**config.mk**
```make
export PLATFORM = sky130hd
export DESIGN_NAME = char_lcd_nibble_write_sequencer
export DESIGN_NICKNAME = d
export VERILOG_FILES = /design/src/rtl/clnws_pkg.sv /design/src/rtl/clnws_ctrl.sv /design/src/rtl/clnws_dp.sv /design/src/rtl/char_lcd_nibble_write_sequencer.sv
export SDC_FILE = /design/constraint.sdc
export NUM_CORES = 1
export LEC_CHECK = 0
export BUFFER_PORTS_ARGS = -buffer_cell sky130_fd_sc_hd__buf_2
export CORE_MARGIN = 5
export CORE_UTILIZATION = 40
export CTS_CLUSTER_SIZE = 10
export DETAILED_ROUTE_END_ITERATION = 6
export GPL_TIMING_DRIVEN = 1
export PLACE_DENSITY_LB_ADDON = 0.05
export REMOVE_ABC_BUFFERS = 1
export SLEW_MARGIN = 15
export SYNTH_ARGS = -nofsm -noshare
export SYNTH_HDL_FRONTEND = slang
export SYNTH_SLANG_ARGS = --single-unit
export TNS_END_PERCENT = 1
```
**constraint.sdc**
```tcl
create_clock -name i_clk -period 2.1 [get_ports i_clk]
set_clock_uncertainty 0.15 [all_clocks]
set_input_delay 0.21 -clock i_clk [delete_from_list [all_inputs] [get_ports i_clk]]
set_output_delay 0.21 -clock i_clk [all_outputs]
set_load 0.02 [all_outputs]
```
**src/rtl/clnws_pkg.sv**
```systemverilog
// Shared types and constants for the character LCD nibble write sequencer.
// Used by clnws_ctrl, clnws_dp and the top level; no dependencies.
package clnws_pkg;

    localparam int unsigned WAIT_W = 16;
    localparam int unsigned STEP_W = 3;

    // operation codes of an input word
    localparam logic [1:0] OP_COMMAND = 2'd0;
    localparam logic [1:0] OP_CHAR    = 2'd1;
    localparam logic [1:0] OP_MOVE    = 2'd2;

    localparam logic [1:0] ROW_ONE = 2'd1;
    localparam logic [1:0] ROW_TWO = 2'd2;

    // configuration register indexes
    localparam logic [1:0] CFG_COMMAND_WAIT = 2'd0;
    localparam logic [1:0] CFG_CHAR_WAIT    = 2'd1;

    localparam logic [WAIT_W-1:0] WAIT_RESET = 16'd80;

    // pin-state steps, numbered as in the character sequence;
    // a command skips STEP_LO_SETUP
    localparam logic [STEP_W-1:0] STEP_HELD     = 3'd0;
    localparam logic [STEP_W-1:0] STEP_HI_EN    = 3'd1;
    localparam logic [STEP_W-1:0] STEP_HI_HOLD  = 3'd2;
    localparam logic [STEP_W-1:0] STEP_LO_SETUP = 3'd3;
    localparam logic [STEP_W-1:0] STEP_LO_EN    = 3'd4;
    localparam logic [STEP_W-1:0] STEP_LAST     = 3'd5;

    typedef struct packed {
        logic              capture;
        logic              load;
        logic              is_char;
        logic [STEP_W-1:0] step;
    } t_dp_cmd;

endpackage

```
**src/rtl/clnws_ctrl.sv**
```systemverilog
// Controller of the LCD nibble write sequencer: input handshake, step sequencing
// and the valid flag of the output register. Depends on clnws_pkg.
module clnws_ctrl (
    input  logic               i_clk,
    input  logic               i_rst_n,
    input  logic               i_in_valid,
    output logic               o_in_ready,
    input  logic [1:0]         i_op,
    input  logic [1:0]         i_row,
    input  logic               i_out_ready,
    output logic               o_out_valid,
    output clnws_pkg::t_dp_cmd o_cmd
);
    import clnws_pkg::*;

    typedef enum logic {
        S_IDLE,
        S_RUN
    } t_state;

    t_state            r_state;
    logic [STEP_W-1:0] r_step;
    logic              r_is_char;
    logic              r_out_valid;

    logic              w_accept;
    logic              w_start;
    logic              w_free;
    logic              w_load;
    logic [STEP_W-1:0] w_next_step;

    assign o_in_ready  = (r_state == S_IDLE);
    assign w_accept    = i_in_valid && o_in_ready;
    assign w_start     = (i_op == OP_COMMAND) || (i_op == OP_CHAR) ||
                         ((i_op == OP_MOVE) && ((i_row == ROW_ONE) || (i_row == ROW_TWO)));
    assign w_free      = !r_out_valid || i_out_ready;
    assign w_load      = (r_state == S_RUN) && w_free;
    // a command has no separate low-nibble setup state
    assign w_next_step = ((r_step == STEP_HI_HOLD) && !r_is_char) ? STEP_LO_EN
                                                                  : r_step + 3'd1;

    assign o_out_valid   = r_out_valid;
    assign o_cmd.capture = w_accept;
    assign o_cmd.load    = w_load;
    assign o_cmd.is_char = r_is_char;
    assign o_cmd.step    = r_step;

    always_ff @(posedge i_clk) begin
        if (!i_rst_n) begin
            r_state     <= S_IDLE;
            r_step      <= STEP_HELD;
            r_is_char   <= 1'b0;
            r_out_valid <= 1'b0;
        end else begin
            if (w_load) begin
                r_out_valid <= 1'b1;
            end else if (i_out_ready) begin
                r_out_valid <= 1'b0;
            end
            case (r_state)
                S_IDLE: begin
                    if (w_accept && w_start) begin
                        r_state   <= S_RUN;
                        r_step    <= STEP_HELD;
                        r_is_char <= (i_op == OP_CHAR);
                    end
                end
                S_RUN: begin
                    if (w_load) begin
                        if (r_step == STEP_LAST) begin
                            r_state <= S_IDLE;
                            r_step  <= STEP_HELD;
                        end else begin
                            r_step <= w_next_step;
                        end
                    end
                end
                default: begin
                    r_state <= S_IDLE;
                    r_step  <= STEP_HELD;
                end
            endcase
        end
    end

    a_cmd_skips_setup: assert property (@(posedge i_clk) disable iff (!i_rst_n)
        (r_state == S_RUN && !r_is_char) |-> (r_step != STEP_LO_SETUP))
        else $error("command sequence reached the character-only setup step");

    a_idle_step_zero: assert property (@(posedge i_clk) disable iff (!i_rst_n)
        (r_state == S_IDLE) |-> (r_step == STEP_HELD))
        else $error("step counter not cleared while idle");

    a_last_ends_run: assert property (@(posedge i_clk) disable iff (!i_rst_n)
        (w_load && r_step == STEP_LAST) |=> (r_state == S_IDLE && r_out_valid))
        else $error("final pin state did not return controller to idle");

    a_valid_from_run: assert property (@(posedge i_clk) disable iff (!i_rst_n)
        $rose(r_out_valid) |-> ($past(r_state) == S_RUN))
        else $error("output word appeared without a running sequence");

endmodule

```
**src/rtl/clnws_dp.sv**
```systemverilog
// Datapath of the LCD nibble write sequencer: wait registers, captured byte,
// held nibble and the output register. Depends on clnws_pkg.
module clnws_dp (
    input  logic                            i_clk,
    input  logic                            i_rst_n,
    input  clnws_pkg::t_dp_cmd              i_cmd,
    input  logic                            i_cfg_valid,
    input  logic [1:0]                      i_cfg_index,
    input  logic [clnws_pkg::WAIT_W-1:0]    i_cfg_data,
    input  logic [1:0]                      i_op,
    input  logic [7:0]                      i_value,
    input  logic [1:0]                      i_row,
    input  logic [5:0]                      i_column,
    output logic [3:0]                      o_data_nibble,
    output logic                            o_register_select,
    output logic                            o_enable,
    output logic [clnws_pkg::WAIT_W-1:0]    o_wait_us,
    output logic                            o_last
);
    import clnws_pkg::*;

    logic [WAIT_W-1:0] r_command_wait;
    logic [WAIT_W-1:0] r_char_wait;
    logic [3:0]        r_held_nibble;
    logic [7:0]        r_byte;
    logic [3:0]        r_nibble;
    logic              r_rs;
    logic              r_en;
    logic [WAIT_W-1:0] r_wait;
    logic              r_last;

    logic [7:0]        n_byte;
    logic [3:0]        n_nibble;
    logic              n_en;

    // row base 0x80 or 0xC0 plus a 6-bit column never carries
    assign n_byte = (i_op == OP_MOVE) ? {1'b1, (i_row == ROW_TWO), i_column} : i_value;

    always_comb begin
        n_nibble = r_byte[3:0];
        n_en     = 1'b0;
        case (i_cmd.step)
            STEP_HELD:     n_nibble = r_held_nibble;
            STEP_HI_EN:    begin n_nibble = r_byte[7:4]; n_en = 1'b1; end
            STEP_HI_HOLD:  n_nibble = r_byte[7:4];
            STEP_LO_SETUP: n_nibble = r_byte[3:0];
            STEP_LO_EN:    begin n_nibble = r_byte[3:0]; n_en = 1'b1; end
            STEP_LAST:     n_nibble = r_byte[3:0];
            default:       n_nibble = r_byte[3:0];
        endcase
    end

    always_ff @(posedge i_clk) begin
        if (!i_rst_n) begin
            r_command_wait <= WAIT_RESET;
            r_char_wait    <= WAIT_RESET;
            r_held_nibble  <= 4'd0;
        end else begin
            if (i_cfg_valid && i_cfg_index == CFG_COMMAND_WAIT) begin
                r_command_wait <= i_cfg_data;
            end
            if (i_cfg_valid && i_cfg_index == CFG_CHAR_WAIT) begin
                r_char_wait <= i_cfg_data;
            end
            // pins rest on the low nibble once the byte is out
            if (i_cmd.load && i_cmd.step == STEP_LAST) begin
                r_held_nibble <= r_byte[3:0];
            end
        end
    end

    always_ff @(posedge i_clk) begin
        if (i_cmd.capture) begin
            r_byte <= n_byte;
        end
        if (i_cmd.load) begin
            r_nibble <= n_nibble;
            r_rs     <= i_cmd.is_char;
            r_en     <= n_en;
            r_wait   <= i_cmd.is_char ? r_char_wait : r_command_wait;
            r_last   <= (i_cmd.step == STEP_LAST);
        end
    end

    assign o_data_nibble     = r_nibble;
    assign o_register_select = r_rs;
    assign o_enable          = r_en;
    assign o_wait_us         = r_wait;
    assign o_last            = r_last;

endmodule

```
**src/rtl/char_lcd_nibble_write_sequencer.sv**
```systemverilog
// Top level of the character LCD nibble write sequencer.
// Instantiates clnws_ctrl and clnws_dp; depends on clnws_pkg.
//
// Turns each input word (command byte, character byte or cursor move) into the
// pin states of a 4-bit HD44780-style write: five for a command, six for a
// character, high nibble first, each tagged with its hold time in microseconds
// taken from the command or character wait register. A cursor move to row 1 or
// 2 is sent as command 0x80 or 0xC0 plus the column; other rows and operation 3
// produce nothing. One pin state leaves per cycle while the output is taken, so
// a word occupies the sequencer from its acceptance until its last pin state
// is loaded; the step counter of the controller walks it through its steps.
// The next word is accepted while the last pin state still waits in the output
// register. Hold times are reported, not spent. Configuration writes are taken
// in any cycle and must only be issued while the block is idle.
module char_lcd_nibble_write_sequencer (
    input  logic        i_clk,
    input  logic        i_rst_n,
    // configuration write channel
    input  logic        i_cfg_valid,
    output logic        o_cfg_ready,
    input  logic [1:0]  i_cfg_index,
    input  logic [15:0] i_cfg_data,
    // input words
    input  logic        s_axis_tvalid,
    output logic        s_axis_tready,
    input  logic [15:0] s_axis_tdata,   // [7:0] value, [9:8] row, [15:10] column
    input  logic [1:0]  s_axis_tuser,   // [1:0] operation
    // pin-state words
    output logic        m_axis_tvalid,
    input  logic        m_axis_tready,
    output logic [23:0] m_axis_tdata,   // [3:0] data_nibble, [4] enable, [20:5] wait_us, pad
    output logic        m_axis_tuser,   // [0] register_select
    output logic        m_axis_tlast
);
    import clnws_pkg::*;

    t_dp_cmd           w_cmd;
    logic [3:0]        w_nibble;
    logic              w_enable;
    logic [WAIT_W-1:0] w_wait;

    assign o_cfg_ready = 1'b1;

    clnws_ctrl u_ctrl (
        .i_clk       (i_clk),
        .i_rst_n     (i_rst_n),
        .i_in_valid  (s_axis_tvalid),
        .o_in_ready  (s_axis_tready),
        .i_op        (s_axis_tuser),
        .i_row       (s_axis_tdata[9:8]),
        .i_out_ready (m_axis_tready),
        .o_out_valid (m_axis_tvalid),
        .o_cmd       (w_cmd)
    );

    clnws_dp u_dp (
        .i_clk             (i_clk),
        .i_rst_n           (i_rst_n),
        .i_cmd             (w_cmd),
        .i_cfg_valid       (i_cfg_valid),
        .i_cfg_index       (i_cfg_index),
        .i_cfg_data        (i_cfg_data),
        .i_op              (s_axis_tuser),
        .i_value           (s_axis_tdata[7:0]),
        .i_row             (s_axis_tdata[9:8]),
        .i_column          (s_axis_tdata[15:10]),
        .o_data_nibble     (w_nibble),
        .o_register_select (m_axis_tuser),
        .o_enable          (w_enable),
        .o_wait_us         (w_wait),
        .o_last            (m_axis_tlast)
    );

    assign m_axis_tdata = {3'b000, w_wait, w_enable, w_nibble};

endmodule

```
Word level (Yosys, flattened, before mapping)
Cells that the tools add are included.
{"block": "totals", "out_inout_bits": 29, "elab_cells": 64, "ff_bits": 73}
{"block": "op_classes", "n_reduce_logical": 22, "n_bitwise": 1, "mux": 15, "n_eq_ne": 11, "n_addsub": 1}
{"operator": "2-to-1 mux 16 bit", "n": 1}
{"operator": "2-to-1 mux 3 bit", "n": 4}
{"operator": "logical AND 1 bit", "n": 8}
{"operator": "case mux 4 bit (2 select lines)", "n": 1}
{"operator": "2-to-1 mux 7 bit", "n": 1}
{"operator": "== test 2 x 1 -> 1 bit, second input constant", "n": 3}
{"operator": "== test 3 bit, second input constant", "n": 2}
{"operator": "2-to-1 mux 1 bit", "n": 6}
{"operator": "case mux 3 bit (2 select lines)", "n": 1}
{"operator": "== test 2 bit, second input constant", "n": 2}
{"operator": "zero test 2 bit", "n": 2}
{"operator": "logical OR 1 bit", "n": 4}
{"operator": "!= test 2 bit, second input constant", "n": 2}
{"operator": "AND reduction 2 bit", "n": 2}
{"operator": "OR reduction 2 bit", "n": 2}
{"operator": "adder 3 x 1 -> 3 bit, second input constant", "n": 1}
{"operator": "== test 3 x 1 -> 1 bit, second input constant", "n": 1}
{"operator": "== test 3 x 2 -> 1 bit, second input constant", "n": 1}
{"operator": "zero test 3 bit", "n": 1}
{"operator": "zero test 1 bit", "n": 2}
{"operator": "case mux 1 bit (2 select lines)", "n": 1}
{"operator": "nonzero test 2 bit", "n": 1}
{"operator": "NOT 1 bit", "n": 1}

Logic depth before layout (Yosys ltp)
{"block": "logic_depth", "word_depth": 7, "depth_mapped": 6, "mapped_depth_nobuf": 6}

Hierarchy
A second synthesis with hierarchy kept.
{"block": "unflattened", "cells_unflattened": 299, "hier_area_um2": 3213.1}
{"module": "clnws_dp", "seq_area_each_um2": 1651.6, "cells_per_inst": 244, "area_per_inst_um2": 2767.7, "n_inst": 1}
{"module": "clnws_ctrl", "seq_area_each_um2": 120.1, "cells_per_inst": 48, "area_per_inst_um2": 400.4, "n_inst": 1}
{"module": "char_lcd_nibble_write_sequencer", "seq_area_each_um2": 0.0, "cells_per_inst": 7, "area_per_inst_um2": 45.0, "n_inst": 1}

Worst setup path before layout
OpenSTA, ideal clock, no wires.
{"block": "synth_path", "path_type": "reg2reg", "start": "reg u_ctrl.r_state", "end": "reg u_dp.r_nibble[0] (netlist: u_dp.o_data_nibble[0]) (enable)", "path_stages_with_launch": 4, "required_ps": 1547, "t_arrival_ps": 1679, "path_buffers": 1, "setup_slack_ps": -132, "setup_ps": 403, "cell_sequence": "dfxtp_1 > buf_2 > inv_1 > nor2_1"}
{"item": "start: declaration", "line": "clnws_ctrl.sv:21", "text": "t_state r_state;"}
{"item": "start signal: assignment", "line": "clnws_ctrl.sv:50", "text": "r_state <= S_IDLE;"}
{"item": "start signal: assignment", "line": "clnws_ctrl.sv:63", "text": "r_state <= S_RUN;"}
{"item": "start signal: assignment", "line": "clnws_ctrl.sv:71", "text": "r_state <= S_IDLE;"}
{"item": "end signal: assignment", "line": "clnws_dp.sv:77", "text": "r_nibble <= n_nibble;"}
{"item": "end: declaration", "line": "clnws_dp.sv:26", "text": "logic [3:0] r_nibble;"}

Worst setup path in the final report
{"block": "layout_path", "start": "in i_cfg_index[1]", "end": "reg u_dp.r_command_wait[4]"}
{"block": "layout_via", "elab_chain_cells": 2}
{"item": "start: declaration", "line": "char_lcd_nibble_write_sequencer.sv:21", "text": "input logic [1:0] i_cfg_index,"}
{"item": "zero test 2 bit", "line": "clnws_dp.sv:59", "text": "if (i_cfg_valid && i_cfg_index == CFG_COMMAND_WAIT) begin"}
{"item": "logical AND 1 bit", "line": "clnws_dp.sv:59"}
{"item": "end signal: assignment", "line": "clnws_dp.sv:60", "text": "r_command_wait <= i_cfg_data;"}
{"item": "end: declaration", "line": "clnws_dp.sv:22", "text": "logic [WAIT_W-1:0] r_command_wait;"}
No other way between the ends.
A chain may end at the register's enable or synchronous reset.

==> impl_metrics.toml <==
[status]
status = "complete, no violations"

[global_routing]
met3_usage_pct = 4.74
use_met2_pct = 24.3
grt_pass1_vias = 2368
grt_pass1_wl_mm = 11.6
antenna_found_initial = 0
grt_max_degree = 25
grt-ovfl-total = 0
grt.total_usage_pct = 15.2
grt-busiest-layer = "met2"
gr-usage-met1_pct = 20.0

[clock_tree]
path_clk_slew_ns = 0.07
clk_latency_ns = 0.34
cts_tree = "built"
cts_max_level = 3
numCtsBuffers = 9
clockRootBuffer = "clkbuf_8"
post_cts_buffers = 0
cts.sinks = 73
cts_buffer_depth = 2

[sta]
fin_tns_setup_ns = 0
fin_crit_ns = 1.71
worst_pin_slew_ns = 0.660
max_freq_mhz = 584
finalSetupViolCount = 0
slew_headroom_pct = 56.0
period_share_pct = 81.5
slew_viol_final = 0
hold_violations = 0
rsz0062_at_grt = "no"

[min_path]
hp-class = "input pin to flop"

[placed_design]
globalplace.congestion = 0.843
dp_hpwl_mm = 4.69
io_buffers = 65

[synth]
synth-seq-cells = 73
synth_common_cells = "nand2_1, dfxtp_1, a21oi_1"
yosys.cell_types.count = 40
yosysMostFrequentCell = "nand2_1"
yosysTopAreaCell = "edfxtp_1"
synth.area.top_cells = "edfxtp_1, dfxtp_1, mux2_2, nand2_1, a21oi_1"
synth_mux_area_share_pct = 9.14
synth_cells = 285
yosys_warnings = 0
synth-compound-area-share_pct = 11.5
synthesis.area_um2 = 3070
synth_fa_ha_area_share_pct = 2.45
synth_top_area_share_pct = 30.3
synth_top_family_by_area = "simple AND/OR/NAND/NOR gates"
syn-mean-instance-area_um2 = 10.8
synth-simple-area-share_pct = 14.4
synth-async-reset-ratio_pct = 0
synth_xor_area_share_pct = 0
seq_area_frac_synth_pct = 57.7
synth_top_flop_cell = "dfxtp_1"
synth_edf_count = 31

[power_and_ir_drop]
sw_frac_of_total_pct = 24.6
seqPwrFrac_pct = 52.9
ir_worst_vdd_mv = 0.402
p_int_uw = 2250
power_uw = 2980
comb_power_share_pct = 11.7
p_per_area_nw_per_um2 = 763
leakage_uw = 0.00158
p_sw_uw = 734
clockPowerShare_pct = 35.4

[die]
num_rows = 32
initial_core_util_pct = 40.3
die_h_um = 97.6
core_um2 = 7610
dieArea_um2 = 9520
top_level_ports = 70
die_w_um = 97.6

[drt]
antenna_left = 0
wl_mm = 6.82
wl_per_cell_um = 14.1
dr_total_vias = 2322
drtIter0Drc = 59
drcViolationCount = 0
viasPerCell = 4.81
drt_pass1_iterations = 4

[final_layout]
drive_gt1_share_pct = 32.3
area_growth_pct = 27.3
fill_cells = 710
multi_input_area_um2 = 1160
num-nets-final = 423
final-seq-area_um2 = 1770
antenna_cells = 0

[critical_path]
critical_path_class = "input pin to flop"
end_kind = "flop"
critPathMaxFanout = 16
crit_required_ns = 2.18
cp.arrival_ns = 1.79
crit_chain = "buf_2 > or3b_1 > nand2_1 > nand3_1 > dlygate4sd3_1"
cp-start-kind = "input pin"
cp_slowest_cell = "or3b_1"
slowest_delay_ns = 0.67

[job]
drv_cap = 0
metal layers:
layer | vias to the layer above | wire length [um] | part of all wire [%]
met4 | 0 | 61 | 0.90
met1 | 1099 | 3190 | 47
met2 | 50 | 3230 | 47
li1 | 1168 | - | -
met3 | 5 | 332 | 4.9
met5 | - | 0 | 0
metrics by stage:
stage	hold slack [ns]	cells	instance area (um2)	util (%)	setup WS, ns
after floorplan	0.132	268	2960	-	-0.158
after global placement	0.290	447	3520	46.3	0.433
after detailed placement	0.296	447	3520	46.3	0.406
after CTS	0.00465	483	3910	51.3	0.388
after global routing	0.00594	483	3910	51.3	0.258
final	0.0249	483	3910	51.3	0.389
worst max-delay path, delay by kind of cell:
family                 cells  cell delay (ns)
buffers and inverters      2             0.67
and+or+nand+nor            3             0.90
cell usage in the layout, fill, tap and decap left out, drive strengths merged, types with 3 or more instances in the layout:
cell | netlist | final
buf | 15 | 77
nand2 | 69 | 69
dfxtp | 42 | 42
a21oi | 34 | 34
edfxtp | 31 | 31
mux2 | 24 | 24
dlygate4sd3 | 0 | 20
clkbuf | 4 | 10
inv | 7 | 7
nand4 | 6 | 6
ha | 6 | 6
nor2b | 5 | 5
a22o | 4 | 4
a21o | 4 | 4
o31ai | 4 | 4
nand3 | 4 | 4
conb | 2 | 4
o21ai | 3 | 3
clkinv | 0 | 3
flip-flops by register name, indices dropped and copies added, names as in the netlist:
register	count
u_dp.r_held_nibble	4
u_ctrl.r_step	3
u_dp.o_register_select	1
u_ctrl.o_out_valid	1
u_dp.r_command_wait	16
u_dp.r_byte	8
u_dp.o_data_nibble	4
u_ctrl.r_state	1
u_dp.r_char_wait	16
u_ctrl.r_is_char	1
u_dp.o_wait_us	16
u_dp.o_enable	1
u_dp.o_last	1
logic make-up (layout without fill, tap and decap cells):
| family | after synthesis | after routing |
|---|---|---|
| other | 2 | 4 |
| AO/OA/AOI/OAI | 57 | 57 |
| multiplexers | 25 | 25 |
| buffers and inverters | 26 | 120 |
| adder cells (fa/ha/maj) | 6 | 6 |
| flip-flops | 73 | 73 |
| AND/OR/NAND/NOR | 96 | 96 |
what timing repair did:
item | 4_1_cts | 5_1_grt
endpoints found under the hold margin | 33 | 0
resized for setup | 0 | 0
hold buffers | 20 | 0
path summary, 6_finish.rpt:
kind                              to  slack (ns)                     from  depth (start not counted)
min reg2reg  u_dp.r_command_wait[11]        0.30  u_dp.r_command_wait[11]                          2
min                   u_dp.r_byte[3]        0.02          s_axis_tdata[3]                          2
max reg2reg    u_dp.o_data_nibble[1]        0.39         u_ctrl.r_step[0]                          5
max           u_dp.r_command_wait[4]        0.39           i_cfg_index[1]                          5
final cells by class:
class | instances | area share, %
Clock inverter | 6 | 1.51
Multi-Input combinational cell | 188 | 29.8
Sequential cell | 73 | 45.4
Timing Repair Buffer | 97 | 16.1
Tap cell | 102 | 3.27
Inverter | 7 | 0.673
Clock buffer | 10 | 3.27
power by group through the flow:
stage,Combinational (uW),Clock [uW],Sequential (uW)
6_report,348,1050,1580
5_1_grt,383,1160,1590
4_1_cts,353,1080,1580
3_5_place_dp,323,0,1610
3_3_place_gp,323,0,1610
2_1_floorplan,141,0,1640
(Power assumes the default switching activity.)
